File: src/hdl/tsf_pkg.sv
// Shared constants, register indexes and types of the touch sample filter.
package tsf_pkg;

	localparam int AVG_DEPTH_DEF   = 8;
	localparam int SAMPLE_BITS_DEF = 10;
	localparam int EXT_W           = 12;
	localparam int CFG_IDX_W       = 3;

	localparam logic [CFG_IDX_W-1:0] REG_X_LOWER  = 3'd0;
	localparam logic [CFG_IDX_W-1:0] REG_X_UPPER  = 3'd1;
	localparam logic [CFG_IDX_W-1:0] REG_Y_LOWER  = 3'd2;
	localparam logic [CFG_IDX_W-1:0] REG_Y_UPPER  = 3'd3;
	localparam logic [CFG_IDX_W-1:0] REG_X_EXTENT = 3'd4;
	localparam logic [CFG_IDX_W-1:0] REG_Y_EXTENT = 3'd5;

	localparam int X_LOWER_RST  = 120;
	localparam int X_UPPER_RST  = 875;
	localparam int Y_LOWER_RST  = 120;
	localparam int Y_UPPER_RST  = 925;
	localparam int X_EXTENT_RST = 320;
	localparam int Y_EXTENT_RST = 480;

	typedef struct packed {
		logic rd;
		logic upd;
	} hist_cmd_t;

endpackage

File: src/hdl/tsf_hist.sv
// Sample history memory, running totals, settle count and touch status.
module tsf_hist #(
	parameter int AVG_DEPTH   = tsf_pkg::AVG_DEPTH_DEF,
	parameter int SAMPLE_BITS = tsf_pkg::SAMPLE_BITS_DEF
) (
	input  logic                                         clk,
	input  logic                                         arst_n,
	input  tsf_pkg::hist_cmd_t                           cmd,
	input  logic [SAMPLE_BITS-1:0]                       sample,
	input  logic [SAMPLE_BITS-1:0]                       x_lower,
	input  logic [SAMPLE_BITS-1:0]                       x_upper,
	input  logic [SAMPLE_BITS-1:0]                       y_lower,
	input  logic [SAMPLE_BITS-1:0]                       y_upper,
	output logic [SAMPLE_BITS+$clog2(AVG_DEPTH)-1:0]     x_total,
	output logic [SAMPLE_BITS+$clog2(AVG_DEPTH)-1:0]     y_total,
	output logic                                         touched,
	output logic                                         y_phase
);
	import tsf_pkg::*;

	localparam int SLOT_W    = $clog2(AVG_DEPTH);
	localparam int TOT_W     = SAMPLE_BITS + SLOT_W;
	localparam int ADDR_W    = SLOT_W + 1;
	localparam int MEM_DEPTH = 2 ** ADDR_W;
	localparam int SET_W     = $clog2(AVG_DEPTH + 1);

	logic [SAMPLE_BITS-1:0] mem [MEM_DEPTH];
	logic [MEM_DEPTH-1:0]   valid_q;
	logic [SAMPLE_BITS-1:0] samp_q;
	logic [SAMPLE_BITS-1:0] rdata_q;
	logic                   rvalid_q;
	logic [SLOT_W-1:0]      slot_q;
	logic                   next_x_q;
	logic [SET_W-1:0]       settle_q;
	logic                   touch_q;
	logic [TOT_W-1:0]       xt_q;
	logic [TOT_W-1:0]       yt_q;

	logic [ADDR_W-1:0]      addr;
	logic [SAMPLE_BITS-1:0] lo;
	logic [SAMPLE_BITS-1:0] hi;
	logic                   in_win;
	logic [SAMPLE_BITS-1:0] kept;
	logic [SAMPLE_BITS-1:0] old;
	logic [TOT_W-1:0]       total_cur;
	logic [TOT_W-1:0]       total_new;
	logic [SET_W-1:0]       settle_inc;
	logic                   slot_last;

	// X and Y histories share one memory, the axis forming the top address bit.
	assign addr       = {~next_x_q, slot_q};
	assign lo         = next_x_q ? x_lower : y_lower;
	assign hi         = next_x_q ? x_upper : y_upper;
	assign in_win     = (samp_q >= lo) && (samp_q <= hi);
	assign kept       = in_win ? samp_q : lo;
	assign old        = rvalid_q ? rdata_q : '0;
	assign total_cur  = next_x_q ? xt_q : yt_q;
	assign total_new  = total_cur - TOT_W'(old) + TOT_W'(kept);
	assign settle_inc = settle_q + 1'b1;
	assign slot_last  = (slot_q == SLOT_W'(AVG_DEPTH - 1));

	always_ff @(posedge clk) begin
		if (cmd.rd) begin
			samp_q   <= sample;
			rdata_q  <= mem[addr];
			rvalid_q <= valid_q[addr];
		end
		if (cmd.upd) begin
			mem[addr] <= kept;
		end
	end

	always_ff @(posedge clk or negedge arst_n) begin
		if (!arst_n) begin
			valid_q  <= '0;
			slot_q   <= '0;
			next_x_q <= 1'b1;
			settle_q <= '0;
			touch_q  <= 1'b0;
			xt_q     <= '0;
			yt_q     <= '0;
		end else if (cmd.upd) begin
			valid_q[addr] <= 1'b1;
			next_x_q      <= ~next_x_q;
			if (next_x_q) begin
				xt_q <= total_new;
				if (!in_win) begin
					settle_q <= '0;
					touch_q  <= 1'b0;
				end else if (settle_inc == SET_W'(AVG_DEPTH)) begin
					settle_q <= '0;
					touch_q  <= 1'b1;
				end else begin
					settle_q <= settle_inc;
				end
			end else begin
				yt_q <= total_new;
				if (!in_win) begin
					touch_q <= 1'b0;
				end
				slot_q <= slot_last ? '0 : slot_q + 1'b1;
			end
		end
	end

	assign x_total = xt_q;
	assign y_total = yt_q;
	assign touched = touch_q;
	assign y_phase = ~next_x_q;

endmodule

File: src/hdl/tsf_map.sv
// Bit-serial averaging, scaling and division of one axis onto the screen.
module tsf_map #(
	parameter int AVG_DEPTH   = tsf_pkg::AVG_DEPTH_DEF,
	parameter int SAMPLE_BITS = tsf_pkg::SAMPLE_BITS_DEF
) (
	input  logic                                     clk,
	input  logic                                     arst_n,
	input  logic                                     start,
	input  logic [SAMPLE_BITS+$clog2(AVG_DEPTH)-1:0] total,
	input  logic [SAMPLE_BITS-1:0]                   lower,
	input  logic [SAMPLE_BITS-1:0]                   upper,
	input  logic [tsf_pkg::EXT_W-1:0]                extent,
	output logic [tsf_pkg::EXT_W-1:0]                result,
	output logic                                     done
);
	import tsf_pkg::*;

	localparam int TOT_W  = SAMPLE_BITS + $clog2(AVG_DEPTH);
	localparam int DIV_W  = $clog2(AVG_DEPTH) + 1;
	localparam int PROD_W = SAMPLE_BITS + EXT_W;
	localparam int MAX_W  = (TOT_W > EXT_W) ? TOT_W : EXT_W;
	localparam int CNT_W  = $clog2(MAX_W);

	localparam logic [DIV_W-1:0] DEPTH_V = DIV_W'(AVG_DEPTH);

	localparam logic [2:0] L_IDLE  = 3'd0;
	localparam logic [2:0] L_AVG   = 3'd1;
	localparam logic [2:0] L_SETUP = 3'd2;
	localparam logic [2:0] L_MUL   = 3'd3;
	localparam logic [2:0] L_SAT   = 3'd4;
	localparam logic [2:0] L_DIV   = 3'd5;
	localparam logic [2:0] L_DONE  = 3'd6;

	logic [2:0]             state_q;
	logic [CNT_W-1:0]       cnt_q;
	logic [TOT_W-1:0]       num_q;
	logic [DIV_W-1:0]       rem_q;
	logic [SAMPLE_BITS-1:0] diff_q;
	logic [SAMPLE_BITS-1:0] den_q;
	logic [EXT_W-1:0]       ext_q;
	logic [PROD_W-1:0]      acc_q;
	logic [SAMPLE_BITS-1:0] rdv_q;
	logic [EXT_W-1:0]       result_q;

	logic [DIV_W-1:0]       rem_sh;
	logic                   avg_ge;
	logic [DIV_W-1:0]       rem_nx;
	logic [SAMPLE_BITS-1:0] avg;
	logic                   early_zero;
	logic [PROD_W-1:0]      addend;
	logic [PROD_W-1:0]      acc_nx;
	logic                   sat;
	logic [SAMPLE_BITS:0]   div_sh;
	logic                   div_ge;
	logic [SAMPLE_BITS:0]   div_nx;

	// Restoring division by the averaging depth, one quotient bit a cycle;
	// the quotient shifts into num_q behind the dividend bits.
	assign rem_sh = {rem_q[DIV_W-2:0], num_q[TOT_W-1]};
	assign avg_ge = (rem_sh >= DEPTH_V);
	assign rem_nx = avg_ge ? rem_sh - DEPTH_V : rem_sh;
	assign avg    = num_q[SAMPLE_BITS-1:0];

	assign early_zero = (upper <= lower) || (avg < lower);

	// Shift-and-add multiply, extent bits taken from the top.
	assign addend = ext_q[EXT_W-1] ? PROD_W'(diff_q) : '0;
	assign acc_nx = {acc_q[PROD_W-2:0], 1'b0} + addend;

	// The quotient exceeds the screen range exactly when the product reaches
	// the span shifted up by the result width.
	assign sat = (acc_q >= {den_q, {EXT_W{1'b0}}});

	assign div_sh = {rdv_q, ext_q[EXT_W-1]};
	assign div_ge = (div_sh >= {1'b0, den_q});
	assign div_nx = div_ge ? div_sh - {1'b0, den_q} : div_sh;

	always_ff @(posedge clk or negedge arst_n) begin
		if (!arst_n) begin
			state_q <= L_IDLE;
			cnt_q   <= '0;
		end else begin
			case (state_q)
				L_IDLE, L_DONE: begin
					if (start) begin
						state_q <= L_AVG;
						cnt_q   <= CNT_W'(TOT_W - 1);
					end
				end
				L_AVG: begin
					if (cnt_q == '0) begin
						state_q <= L_SETUP;
					end else begin
						cnt_q <= cnt_q - 1'b1;
					end
				end
				L_SETUP: begin
					if (early_zero) begin
						state_q <= L_DONE;
					end else begin
						state_q <= L_MUL;
						cnt_q   <= CNT_W'(EXT_W - 1);
					end
				end
				L_MUL: begin
					if (cnt_q == '0) begin
						state_q <= L_SAT;
					end else begin
						cnt_q <= cnt_q - 1'b1;
					end
				end
				L_SAT: begin
					if (sat) begin
						state_q <= L_DONE;
					end else begin
						state_q <= L_DIV;
						cnt_q   <= CNT_W'(EXT_W - 1);
					end
				end
				L_DIV: begin
					if (cnt_q == '0) begin
						state_q <= L_DONE;
					end else begin
						cnt_q <= cnt_q - 1'b1;
					end
				end
				default: begin
					state_q <= L_IDLE;
				end
			endcase
		end
	end

	always_ff @(posedge clk) begin
		case (state_q)
			L_IDLE, L_DONE: begin
				if (start) begin
					num_q <= total;
					rem_q <= '0;
				end
			end
			L_AVG: begin
				num_q <= {num_q[TOT_W-2:0], avg_ge};
				rem_q <= rem_nx;
			end
			L_SETUP: begin
				diff_q   <= avg - lower;
				den_q    <= upper - lower;
				ext_q    <= extent;
				acc_q    <= '0;
				result_q <= '0;
			end
			L_MUL: begin
				acc_q <= acc_nx;
				ext_q <= {ext_q[EXT_W-2:0], 1'b0};
			end
			L_SAT: begin
				result_q <= '1;
				rdv_q    <= acc_q[PROD_W-1:EXT_W];
				ext_q    <= acc_q[EXT_W-1:0];
			end
			L_DIV: begin
				rdv_q <= div_nx[SAMPLE_BITS-1:0];
				ext_q <= {ext_q[EXT_W-2:0], div_ge};
				if (cnt_q == '0) begin
					result_q <= {ext_q[EXT_W-2:0], div_ge};
				end
			end
			default: begin
			end
		endcase
	end

	assign result = result_q;
	assign done   = (state_q == L_DONE);

endmodule

File: src/hdl/touch_sample_filter_unit.sv
// Touch sample filter: windowing, debounce, moving averages and screen mapping.
// Each request updates the history; both mapping lanes then run the serial divide by the depth
// over TOT_W = SAMPLE_BITS + clog2(AVG_DEPTH) bits and the 12-step multiply and divide, ending
// early on a zero or saturated result. A new request is taken only once the previous result
// has been registered at the output.
// Reset clears status, totals, history valid bits and loads the default window.
module touch_sample_filter_unit #(
	parameter int AVG_DEPTH   = tsf_pkg::AVG_DEPTH_DEF,
	parameter int SAMPLE_BITS = tsf_pkg::SAMPLE_BITS_DEF
) (
	input  logic                                   clk,
	input  logic                                   arst_n,
	input  logic                                   in_valid,
	output logic                                   in_ready,
	input  logic [SAMPLE_BITS-1:0]                 sample,
	output logic                                   out_valid,
	input  logic                                   out_ready,
	output logic                                   touched,
	output logic [tsf_pkg::EXT_W-1:0]              screen_x,
	output logic [tsf_pkg::EXT_W-1:0]              screen_y,
	output logic                                   was_y_phase,
	input  logic                                   cfg_we,
	input  logic [tsf_pkg::CFG_IDX_W-1:0]          cfg_index,
	input  logic [((SAMPLE_BITS > tsf_pkg::EXT_W) ?
	               SAMPLE_BITS : tsf_pkg::EXT_W)-1:0] cfg_data
);
	import tsf_pkg::*;

	localparam int TOT_W = SAMPLE_BITS + $clog2(AVG_DEPTH);

	localparam logic [1:0] ST_IDLE  = 2'd0;
	localparam logic [1:0] ST_UPD   = 2'd1;
	localparam logic [1:0] ST_START = 2'd2;
	localparam logic [1:0] ST_MAP   = 2'd3;

	logic [1:0]             state_q;
	logic [SAMPLE_BITS-1:0] x_lower_q;
	logic [SAMPLE_BITS-1:0] x_upper_q;
	logic [SAMPLE_BITS-1:0] y_lower_q;
	logic [SAMPLE_BITS-1:0] y_upper_q;
	logic [EXT_W-1:0]       x_extent_q;
	logic [EXT_W-1:0]       y_extent_q;
	logic                   was_y_q;
	logic                   out_valid_q;
	logic                   touched_q;
	logic [EXT_W-1:0]       screen_x_q;
	logic [EXT_W-1:0]       screen_y_q;
	logic                   was_y_out_q;

	hist_cmd_t              cmd;
	logic                   accept;
	logic                   finish;
	logic [TOT_W-1:0]       x_total;
	logic [TOT_W-1:0]       y_total;
	logic                   hist_touched;
	logic                   hist_y_phase;
	logic                   lane_start;
	logic [EXT_W-1:0]       x_result;
	logic [EXT_W-1:0]       y_result;
	logic                   x_done;
	logic                   y_done;

	assign in_ready   = (state_q == ST_IDLE);
	assign accept     = in_valid && in_ready;
	assign cmd.rd     = accept;
	assign cmd.upd    = (state_q == ST_UPD);
	assign lane_start = (state_q == ST_START);
	// The result is held back while the previous one is still waiting.
	assign finish     = (state_q == ST_MAP) && x_done && y_done &&
	                    (!out_valid_q || out_ready);

	tsf_hist #(
		.AVG_DEPTH   (AVG_DEPTH),
		.SAMPLE_BITS (SAMPLE_BITS)
	) u_hist (
		.clk     (clk),
		.arst_n  (arst_n),
		.cmd     (cmd),
		.sample  (sample),
		.x_lower (x_lower_q),
		.x_upper (x_upper_q),
		.y_lower (y_lower_q),
		.y_upper (y_upper_q),
		.x_total (x_total),
		.y_total (y_total),
		.touched (hist_touched),
		.y_phase (hist_y_phase)
	);

	tsf_map #(
		.AVG_DEPTH   (AVG_DEPTH),
		.SAMPLE_BITS (SAMPLE_BITS)
	) u_map_x (
		.clk    (clk),
		.arst_n (arst_n),
		.start  (lane_start),
		.total  (x_total),
		.lower  (x_lower_q),
		.upper  (x_upper_q),
		.extent (x_extent_q),
		.result (x_result),
		.done   (x_done)
	);

	tsf_map #(
		.AVG_DEPTH   (AVG_DEPTH),
		.SAMPLE_BITS (SAMPLE_BITS)
	) u_map_y (
		.clk    (clk),
		.arst_n (arst_n),
		.start  (lane_start),
		.total  (y_total),
		.lower  (y_lower_q),
		.upper  (y_upper_q),
		.extent (y_extent_q),
		.result (y_result),
		.done   (y_done)
	);

	always_ff @(posedge clk or negedge arst_n) begin
		if (!arst_n) begin
			x_lower_q  <= SAMPLE_BITS'(X_LOWER_RST);
			x_upper_q  <= SAMPLE_BITS'(X_UPPER_RST);
			y_lower_q  <= SAMPLE_BITS'(Y_LOWER_RST);
			y_upper_q  <= SAMPLE_BITS'(Y_UPPER_RST);
			x_extent_q <= EXT_W'(X_EXTENT_RST);
			y_extent_q <= EXT_W'(Y_EXTENT_RST);
		end else if (cfg_we) begin
			case (cfg_index)
				REG_X_LOWER:  x_lower_q  <= cfg_data[SAMPLE_BITS-1:0];
				REG_X_UPPER:  x_upper_q  <= cfg_data[SAMPLE_BITS-1:0];
				REG_Y_LOWER:  y_lower_q  <= cfg_data[SAMPLE_BITS-1:0];
				REG_Y_UPPER:  y_upper_q  <= cfg_data[SAMPLE_BITS-1:0];
				REG_X_EXTENT: x_extent_q <= cfg_data[EXT_W-1:0];
				REG_Y_EXTENT: y_extent_q <= cfg_data[EXT_W-1:0];
				default: begin
				end
			endcase
		end
	end

	always_ff @(posedge clk or negedge arst_n) begin
		if (!arst_n) begin
			state_q     <= ST_IDLE;
			out_valid_q <= 1'b0;
		end else begin
			case (state_q)
				ST_IDLE: begin
					if (accept) begin
						state_q <= ST_UPD;
					end
				end
				ST_UPD:   state_q <= ST_START;
				ST_START: state_q <= ST_MAP;
				ST_MAP: begin
					if (finish) begin
						state_q <= ST_IDLE;
					end
				end
				default: state_q <= ST_IDLE;
			endcase
			if (finish) begin
				out_valid_q <= 1'b1;
			end else if (out_ready) begin
				out_valid_q <= 1'b0;
			end
		end
	end

	always_ff @(posedge clk) begin
		if (accept) begin
			was_y_q <= hist_y_phase;
		end
		if (finish) begin
			touched_q   <= hist_touched;
			screen_x_q  <= x_result;
			screen_y_q  <= y_result;
			was_y_out_q <= was_y_q;
		end
	end

	assign out_valid   = out_valid_q;
	assign touched     = touched_q;
	assign screen_x    = screen_x_q;
	assign screen_y    = screen_y_q;
	assign was_y_phase = was_y_out_q;

endmodule

File: config.mk
export PLATFORM = sky130hd
export DESIGN_NAME = touch_sample_filter_unit
export DESIGN_NICKNAME = d
export VERILOG_FILES = /design/src/hdl/tsf_pkg.sv /design/src/hdl/tsf_hist.sv /design/src/hdl/tsf_map.sv /design/src/hdl/touch_sample_filter_unit.sv
export SDC_FILE = /design/constraint.sdc
export NUM_CORES = 1
export LEC_CHECK = 0
export ABC_AREA = 1
export BUFFER_PORTS_ARGS = -buffer_cell sky130_fd_sc_hd__buf_2
export CAP_MARGIN = 0
export CORE_UTILIZATION = 57
export DETAILED_ROUTE_END_ITERATION = 10
export PLACE_DENSITY = 0.79
export SLEW_MARGIN = 20
export SYNTH_ARGS = -nofsm -noshare
export SYNTH_HDL_FRONTEND = slang
export SYNTH_SLANG_ARGS = --single-unit
File: constraint.sdc
create_clock -name clk -period 5 [get_ports clk]
set_clock_uncertainty 0.2 [all_clocks]
set_input_delay 0.5 -clock clk [delete_from_list [all_inputs] [get_ports clk]]
set_output_delay 0.5 -clock clk [all_outputs]
set_load 0.05 [all_outputs]
== Word-level counts from Yosys, hierarchy flattened ==
Memories as Yosys holds them, arrays and structs flattened. A register that Yosys moved wholly into a read port is not among the register bits.
Cells that the tools add are included.
Widths: inputs -> output; s select.
Word-level totals
  memories: 1
  bits in read-only memories: 0
  input bits: 30
  memory bits (writable): 160
  register bits: 354
  latch bits: 0
Memory list
  u_hist.mem: words 16, width 10, read ports 1, clocked after Yosys merged registers in 1, wr ports 1, RTL line tsf_hist.sv:27  | logic [SAMPLE_BITS-1:0] mem [MEM_DEPTH];
Cells by class
  reductions and logical operators: 51
  multiplexer cells: 68
  $lt $le $gt $ge: 14
  shift operators: 0
  multiply operators: 0
  eq/ne operators: 40
  divide/modulo/power cells: 0
  $add $sub $neg: 16
  bitwise operators: 2
Operators with widths (count)
  $pmux 12 s4: 2
  $pmux 22 s2: 2
  $mux 10: 8
  $pmux 12 s3: 2
  $sub 10x10->10: 6
  $pmux 13 s2: 2
  $add 22x22->22: 2
  $ge 22x22->1: 2
  $pmux 10 s2: 2
  $mux 13: 3
  $mux 3: 13
  $mux 4: 9
  $pmux 3 s6: 2
  $pmux 4 s4: 2
  $le 10x10->1: 3
  $eq 3x3->1 const B: 9
  $reduce_and 2->1: 13
  $mux 12: 2
  $ge 11x10->1: 2
  $lt 10x10->1: 2
  $ne 2x2->1 const B: 10
  $eq 3x2->1 const B: 6
  $ne 2x1->1 const B: 8
  $or 16x16->16: 1
  35 further kinds: 78

== Longest topological paths before layout ==
  depth after elaboration: 6
  mapped depth: 27

== Cells and area by module ==
Synthesis repeated with hierarchy kept, for this count alone.
Unflattened totals
  cells, all modules: 2922
  area, all modules: 28004.4 sq um
By module, submodules not included
  tsf_hist: cells an instance 1014, seq. area each 6712.7 sq um, instances 1, area an instance 10959.3 sq um
  tsf_map (u_map_x): cells an instance 809, seq. area each 2937.8 sq um, instances 1, area an instance 6786.5 sq um
  tsf_map (u_map_y): cells an instance 813, seq. area each 2937.8 sq um, instances 1, area an instance 6761.5 sq um
  touch_sample_filter_unit: cells an instance 286, seq. area each 2522.4 sq um, instances 1, area an instance 3497.1 sq um

== Worst setup path after synthesis ==
No wires, ideal clock.
  kind: register to register
  start point: register u_hist.next_x_q
  end point: register u_hist.yt_q[6], in the netlist u_hist.y_total[6]
  period minus slack after synthesis: 4.623 ns
  cell stages (with the launch flop): 26
  arrival: 4.292 ns
  path slack: 0.377 ns
  data required time: 4.669 ns
  path through: dfstp_2 > buf_2 > buf_4 > buf_2 > buf_4 > mux2i_1 > ha_1 > a21oi_1 > o21ai_0 > nand2_1 > nand3_1 > nand2_1 > nand2_2 > buf_4 > nand2_1 > o21ai_2 > fa_1 > inv_1 > ha_1 > a21oi_1 > o21ai_0 > a21oi_1 > inv_1 > or2_2 > nand3_1 > o21ai_0
Between the ends
  longest elaborated chain between the ends: 5
  elaborated cells on any way between the ends: 11
  classes of those cells: add/sub: 2; order compare: 2; mux: 4; bitwise: 1; reduce/logical: 2
Ends and longest elaborated chain
  start: declaration: RTL line tsf_hist.sv:33  | logic next_x_q;
  start signal: assignment: RTL line tsf_hist.sv:84  | next_x_q <= ~next_x_q;
  $mux 10 (on tied branches): RTL line tsf_hist.sv:52, tsf_hist.sv:53
  $ge 10x10->1 or $le 10x10->1 (tied branches): RTL line tsf_hist.sv:54  | assign in_win = (samp_q >= lo) && (samp_q <= hi);
  $logic_and 1x1->1: RTL line tsf_hist.sv:54
  $mux 10: RTL line tsf_hist.sv:55  | assign kept = in_win ? samp_q : lo;
  $add 13x10->13: RTL line tsf_hist.sv:58  | assign total_new = total_cur - TOT_W'(old) + TOT_W'(kept);
  end signal: assignment: RTL line tsf_hist.sv:97  | yt_q <= total_new;
  end: declaration: RTL line tsf_hist.sv:37  | logic [TOT_W-1:0] yt_q;
Parallel ways exist; a longest one is shown, timed or not.
A chain may end at the register's enable or synchronous reset.

== Worst setup path after layout ==
  start point: register u_hist.next_x_q
  end point: register u_hist.xt_q[8], in the netlist u_hist.x_total[8]
Between the ends
  longest elaborated chain between the ends: 5
  elaborated cells on any way between the ends: 10
  classes of those cells: add/sub: 2; order compare: 2; mux: 4; reduce/logical: 2
Ends and longest elaborated chain
  $mux 10 (on tied branches): RTL line tsf_hist.sv:52, tsf_hist.sv:53
  $ge 10x10->1 or $le 10x10->1 (tied branches): RTL line tsf_hist.sv:54
  $logic_and 1x1->1: RTL line tsf_hist.sv:54
  $mux 10: RTL line tsf_hist.sv:55
  $add 13x10->13: RTL line tsf_hist.sv:58
  end signal: assignment: RTL line tsf_hist.sv:86  | xt_q <= total_new;
  end: declaration: RTL line tsf_hist.sv:36  | logic [TOT_W-1:0] xt_q;
Parallel ways exist; a longest one is shown, timed or not.

==> impl_metrics.toml <==
[pwr]
vdd_ir_drop_max_mv = 0.378
p_sw_mw = 9.76
sw_frac_of_total = 0.437
powerDensity_nw_per_um2 = 732
internal_power_mw = 12.6
power_frac_clock = 0.174
combPwrFrac = 0.485
p_leak_nw = 13.3
seqPwrFrac = 0.341

[synthesis]
syn_nets = 3134
synth_area_leaders = "edfxtp_1, dfrtp_1, nand2_1"
yosys_register_bits = 524
synth-edff-count = 392
synth_top_area_frac = 0.424
synth_area_um2 = 27800
ys.flop_type = "edfxtp_1"
synth_top_cell_by_area = "edfxtp_1"
yosys_warnings = 0
synth_cell_type_count = 49
synth_cells = 2942
syn_avg_cell_area_um2 = 9.44
async_flop_share = 0.252
seq_area_frac_synth = 0.544

[timing]
hold_viol_final = 0
finalSetupViolCount = 0
tightest_slew_ps = 1070
fmax_mhz = 217
relSlewSlack = 0.284
period_needed_ps = 4600
fin_crit_sh = 0.921
drv_slew = 0
fin_ws_ps = 397
rsz0062_at_grt = "no"
totalNegativeSetupSlack_ps = 0

[final_layout]
area_growth_pct = 9.81
fillCellCount = 3807
fin_nets = 3198
drive_gt1_frac = 0.103

[setup_path]
crit_type = "flip-flop to flip-flop"
crit_top_cell = "nand2_1"
critPathMaxStageDelay_ps = 570
path_max_fanout = 38
worstPathCellList = "buf_12 > mux2i_1 > ha_1 > a21oi_1 > nor2_1 > nor3_1 > nand3_1 > nand2_1 > nand2_4 > buf_4 > nand2_1 > o21ai_2 > fa_1 > inv_1 > fa_1 > nand3_1 > nand2_1 > nand2_1 > nand2_1 > or2_2 > nand3_1 > nand2_1"
startpoint_type = "flip-flop"
cp-end-kind = "flip-flop"
cp.arrival_ps = 4890
crit_required_ps = 5280
cp_slowest_cell = "dfstp_2"

[run_status]
status = "complete, no violations"

[routing]
wl_per_cell_um = 18.6
postRouteAntennaNets = 0
vias = 20900
vias_per_cell = 5.70
drc = 0
first_pass_iters = 6
drt_iter0_drc = 2299
wl_mm = 68.2

[hold_path]
hold_path_class = "input pin to flip-flop"

[floorplanning]
die_y_um = 223
coreArea_um2 = 47900
num_rows = 80
ioPinCount = 58
die_w_um = 223
initial_core_util = 0.579
die_area_um2 = 49600

[global_route]
antenna_found_initial = 2
grtUsageTotal = 0.277
gr-total-overflow = 0
grt_max_degree = 95
grt_pass1_wl_mm = 107
grt_pass1_vias = 20100

[clock_network]
clock_sinks = 524
numCtsBuffers = 53
h-tree-depth = 2
clockRootBuffer = "clkbuf_16"
cts.clk_slew.worst_paths_ps = 60
cts_tree = "yes"
insertion_delay_ps = 600
cts_buffer_depth = 3

[place]
dp_hpwl_mm = 48.9
gp_congestion = 0.966
post-place-ws_ps = 297
io_buffers = 57

[job]
drv_cap = 0
## routing by layer
metal / part of all wire / vias to the layer above / wire length [um] / global-route usage
met5: 0 / - / 0 / 0
met4: 0.029 / 0 / 1960 / 0.0910
met3: 0.062 / 126 / 4210 / 0.0332
met2: 0.50 / 736 / 33800 / 0.480
met1: 0.41 / 9993 / 28300 / 0.361
li1: - / 10000 / - / -
## final cells by class
class	count	area [um^2]	share of cell area
inverters	366	1370	0.0450
repair buffers	97	639	0.0210
flip-flops and latches	524	15100	0.495
well taps	615	769	0.0252
clock buffers	75	1490	0.0489
clock inverters	24	206	0.00677
diodes	1	2.50	0.0000820
multi-input cells	1964	10900	0.358
## registers in the layout, summed over array words and instances (netlist names), 12 cells and up
| register | cells |
|---|---|
| u_map_x.result | 12 |
| u_map_y.num_q | 13 |
| x_extent_q | 12 |
| u_map_y.ext_q | 12 |
| u_hist.mem | 160 |
| u_map_y.result | 12 |
| y_extent_q | 12 |
| u_map_x.acc_q | 22 |
| screen_y | 12 |
| u_hist.y_total | 13 |
| u_hist.x_total | 13 |
| u_map_x.num_q | 13 |
| screen_x | 12 |
| u_hist.valid_q | 16 |
| u_map_y.acc_q | 22 |
| u_map_x.ext_q | 12 |
## worst paths after layout
kind                                             start                            end  slack [ps]  cells after the start
max                        u_hist.next_x_q$_DFFE_PN1P_  u_hist.x_total[8]$_DFFE_PN0P_         400                     22
min                                        cfg_data[2]       y_upper_q[2]$_DFFE_PN1P_         140                      3
max reg2reg                u_hist.next_x_q$_DFFE_PN1P_  u_hist.x_total[8]$_DFFE_PN0P_         400                     22
min reg2reg                u_map_x.result[3]$_DFFE_PP_          screen_x[3]$_DFFE_PP_         220                      0
max in group asynchronous                       arst_n       x_upper_q[8]$_DFFE_PN1P_        3060                      3
min in group asynchronous                       arst_n      x_extent_q[4]$_DFFE_PN0P_         370                      2
## stage by stage
| step | std cells | instance area (um^2) | total power, mW | utilization | hold slack, ps |
|---|---|---|---|---|---|
| 6_report | 3666 | 30500 | 22.3 | 0.636 | 139 |
| 5_1_grt | 3665 | 30500 | 23.9 | 0.636 | 129 |
| 4_1_cts | 3658 | 30400 | 22.2 | 0.635 | 108 |
| 3_5_place_dp | 3545 | 28600 | 18.3 | 0.596 | 205 |
| 3_3_place_gp | 3545 | 28600 | 17.9 | 0.596 | 200 |
| 2_1_floorplan | 2942 | 27800 | 15.3 | - | 4.41 |
## worst max-delay path: cells and delay by family (launching register included)
kind | cells | cell delay, ps
fa+ha+maj | 3 | 1330
mux | 1 | 250
compound gates | 2 | 260
buf+inv | 3 | 460
simple gates | 13 | 1400
flops | 1 | 570
## power groups by stage
stage	clock [mW]	combinational [mW]	sequential [mW]
2_1_floorplan	0	7.99	7.30
3_3_place_gp	0	10.3	7.61
3_5_place_dp	0	10.6	7.66
4_1_cts	3.93	10.7	7.59
5_1_grt	4.08	12.1	7.71
6_report	3.89	10.8	7.61
## synthesized netlist by cell type (27+ instances only)
library cell / n
a21oi_1: 167
clkbuf_1: 59
dfrtp_1: 103
dfstp_2: 29
edfxtp_1: 392
ha_1: 144
inv_1: 340
nand2_1: 646
nand3_1: 118
nand4_1: 51
nor2_1: 268
o21ai_0: 277
o22ai_1: 43
xnor2_1: 27
## repair_timing
action / in CTS / in global routing
endpoints found under the setup margin: 0 / 8
setup buffers: 0 / 7
gates resized for setup: 0 / 1
hold buffers: 14 / 0
hold endpoints to repair: 89 / 0
## layout by cell type (no fill, tap or decap), types with 13 or more instances in the layout
cell,synthesis,layout
inv_1,340,340
nor2_1,268,268
nand2_2,19,18
o22ai_1,43,43
clkbuf_1,59,16
dlygate4sd3_1,0,14
xnor2_1,27,27
nand3_1,118,118
or2_2,13,13
a21oi_1,167,166
ha_1,144,144
nor2_2,16,15
inv_2,24,24
fa_1,18,18
nand4_1,51,51
nand2_1,646,646
buf_4,7,25
clkbuf_16,0,55
edfxtp_1,392,392
dfrtp_1,103,102
xor2_1,24,24
o21ai_2,17,17
o21ai_0,277,277
mux2i_1,14,14
dfstp_2,29,29
buf_2,17,56
## logic make-up after synthesis
| kind of cell | share of synthesized area |
|---|---|
| compound gates | 0.110 |
| flops | 0.544 |
| fa+ha+maj | 0.0778 |
| xor+xnor | 0.0161 |
| buf+inv | 0.0641 |
| simple gates | 0.179 |
| mux | 0.00910 |
Power figures use the tool's default switching activity.
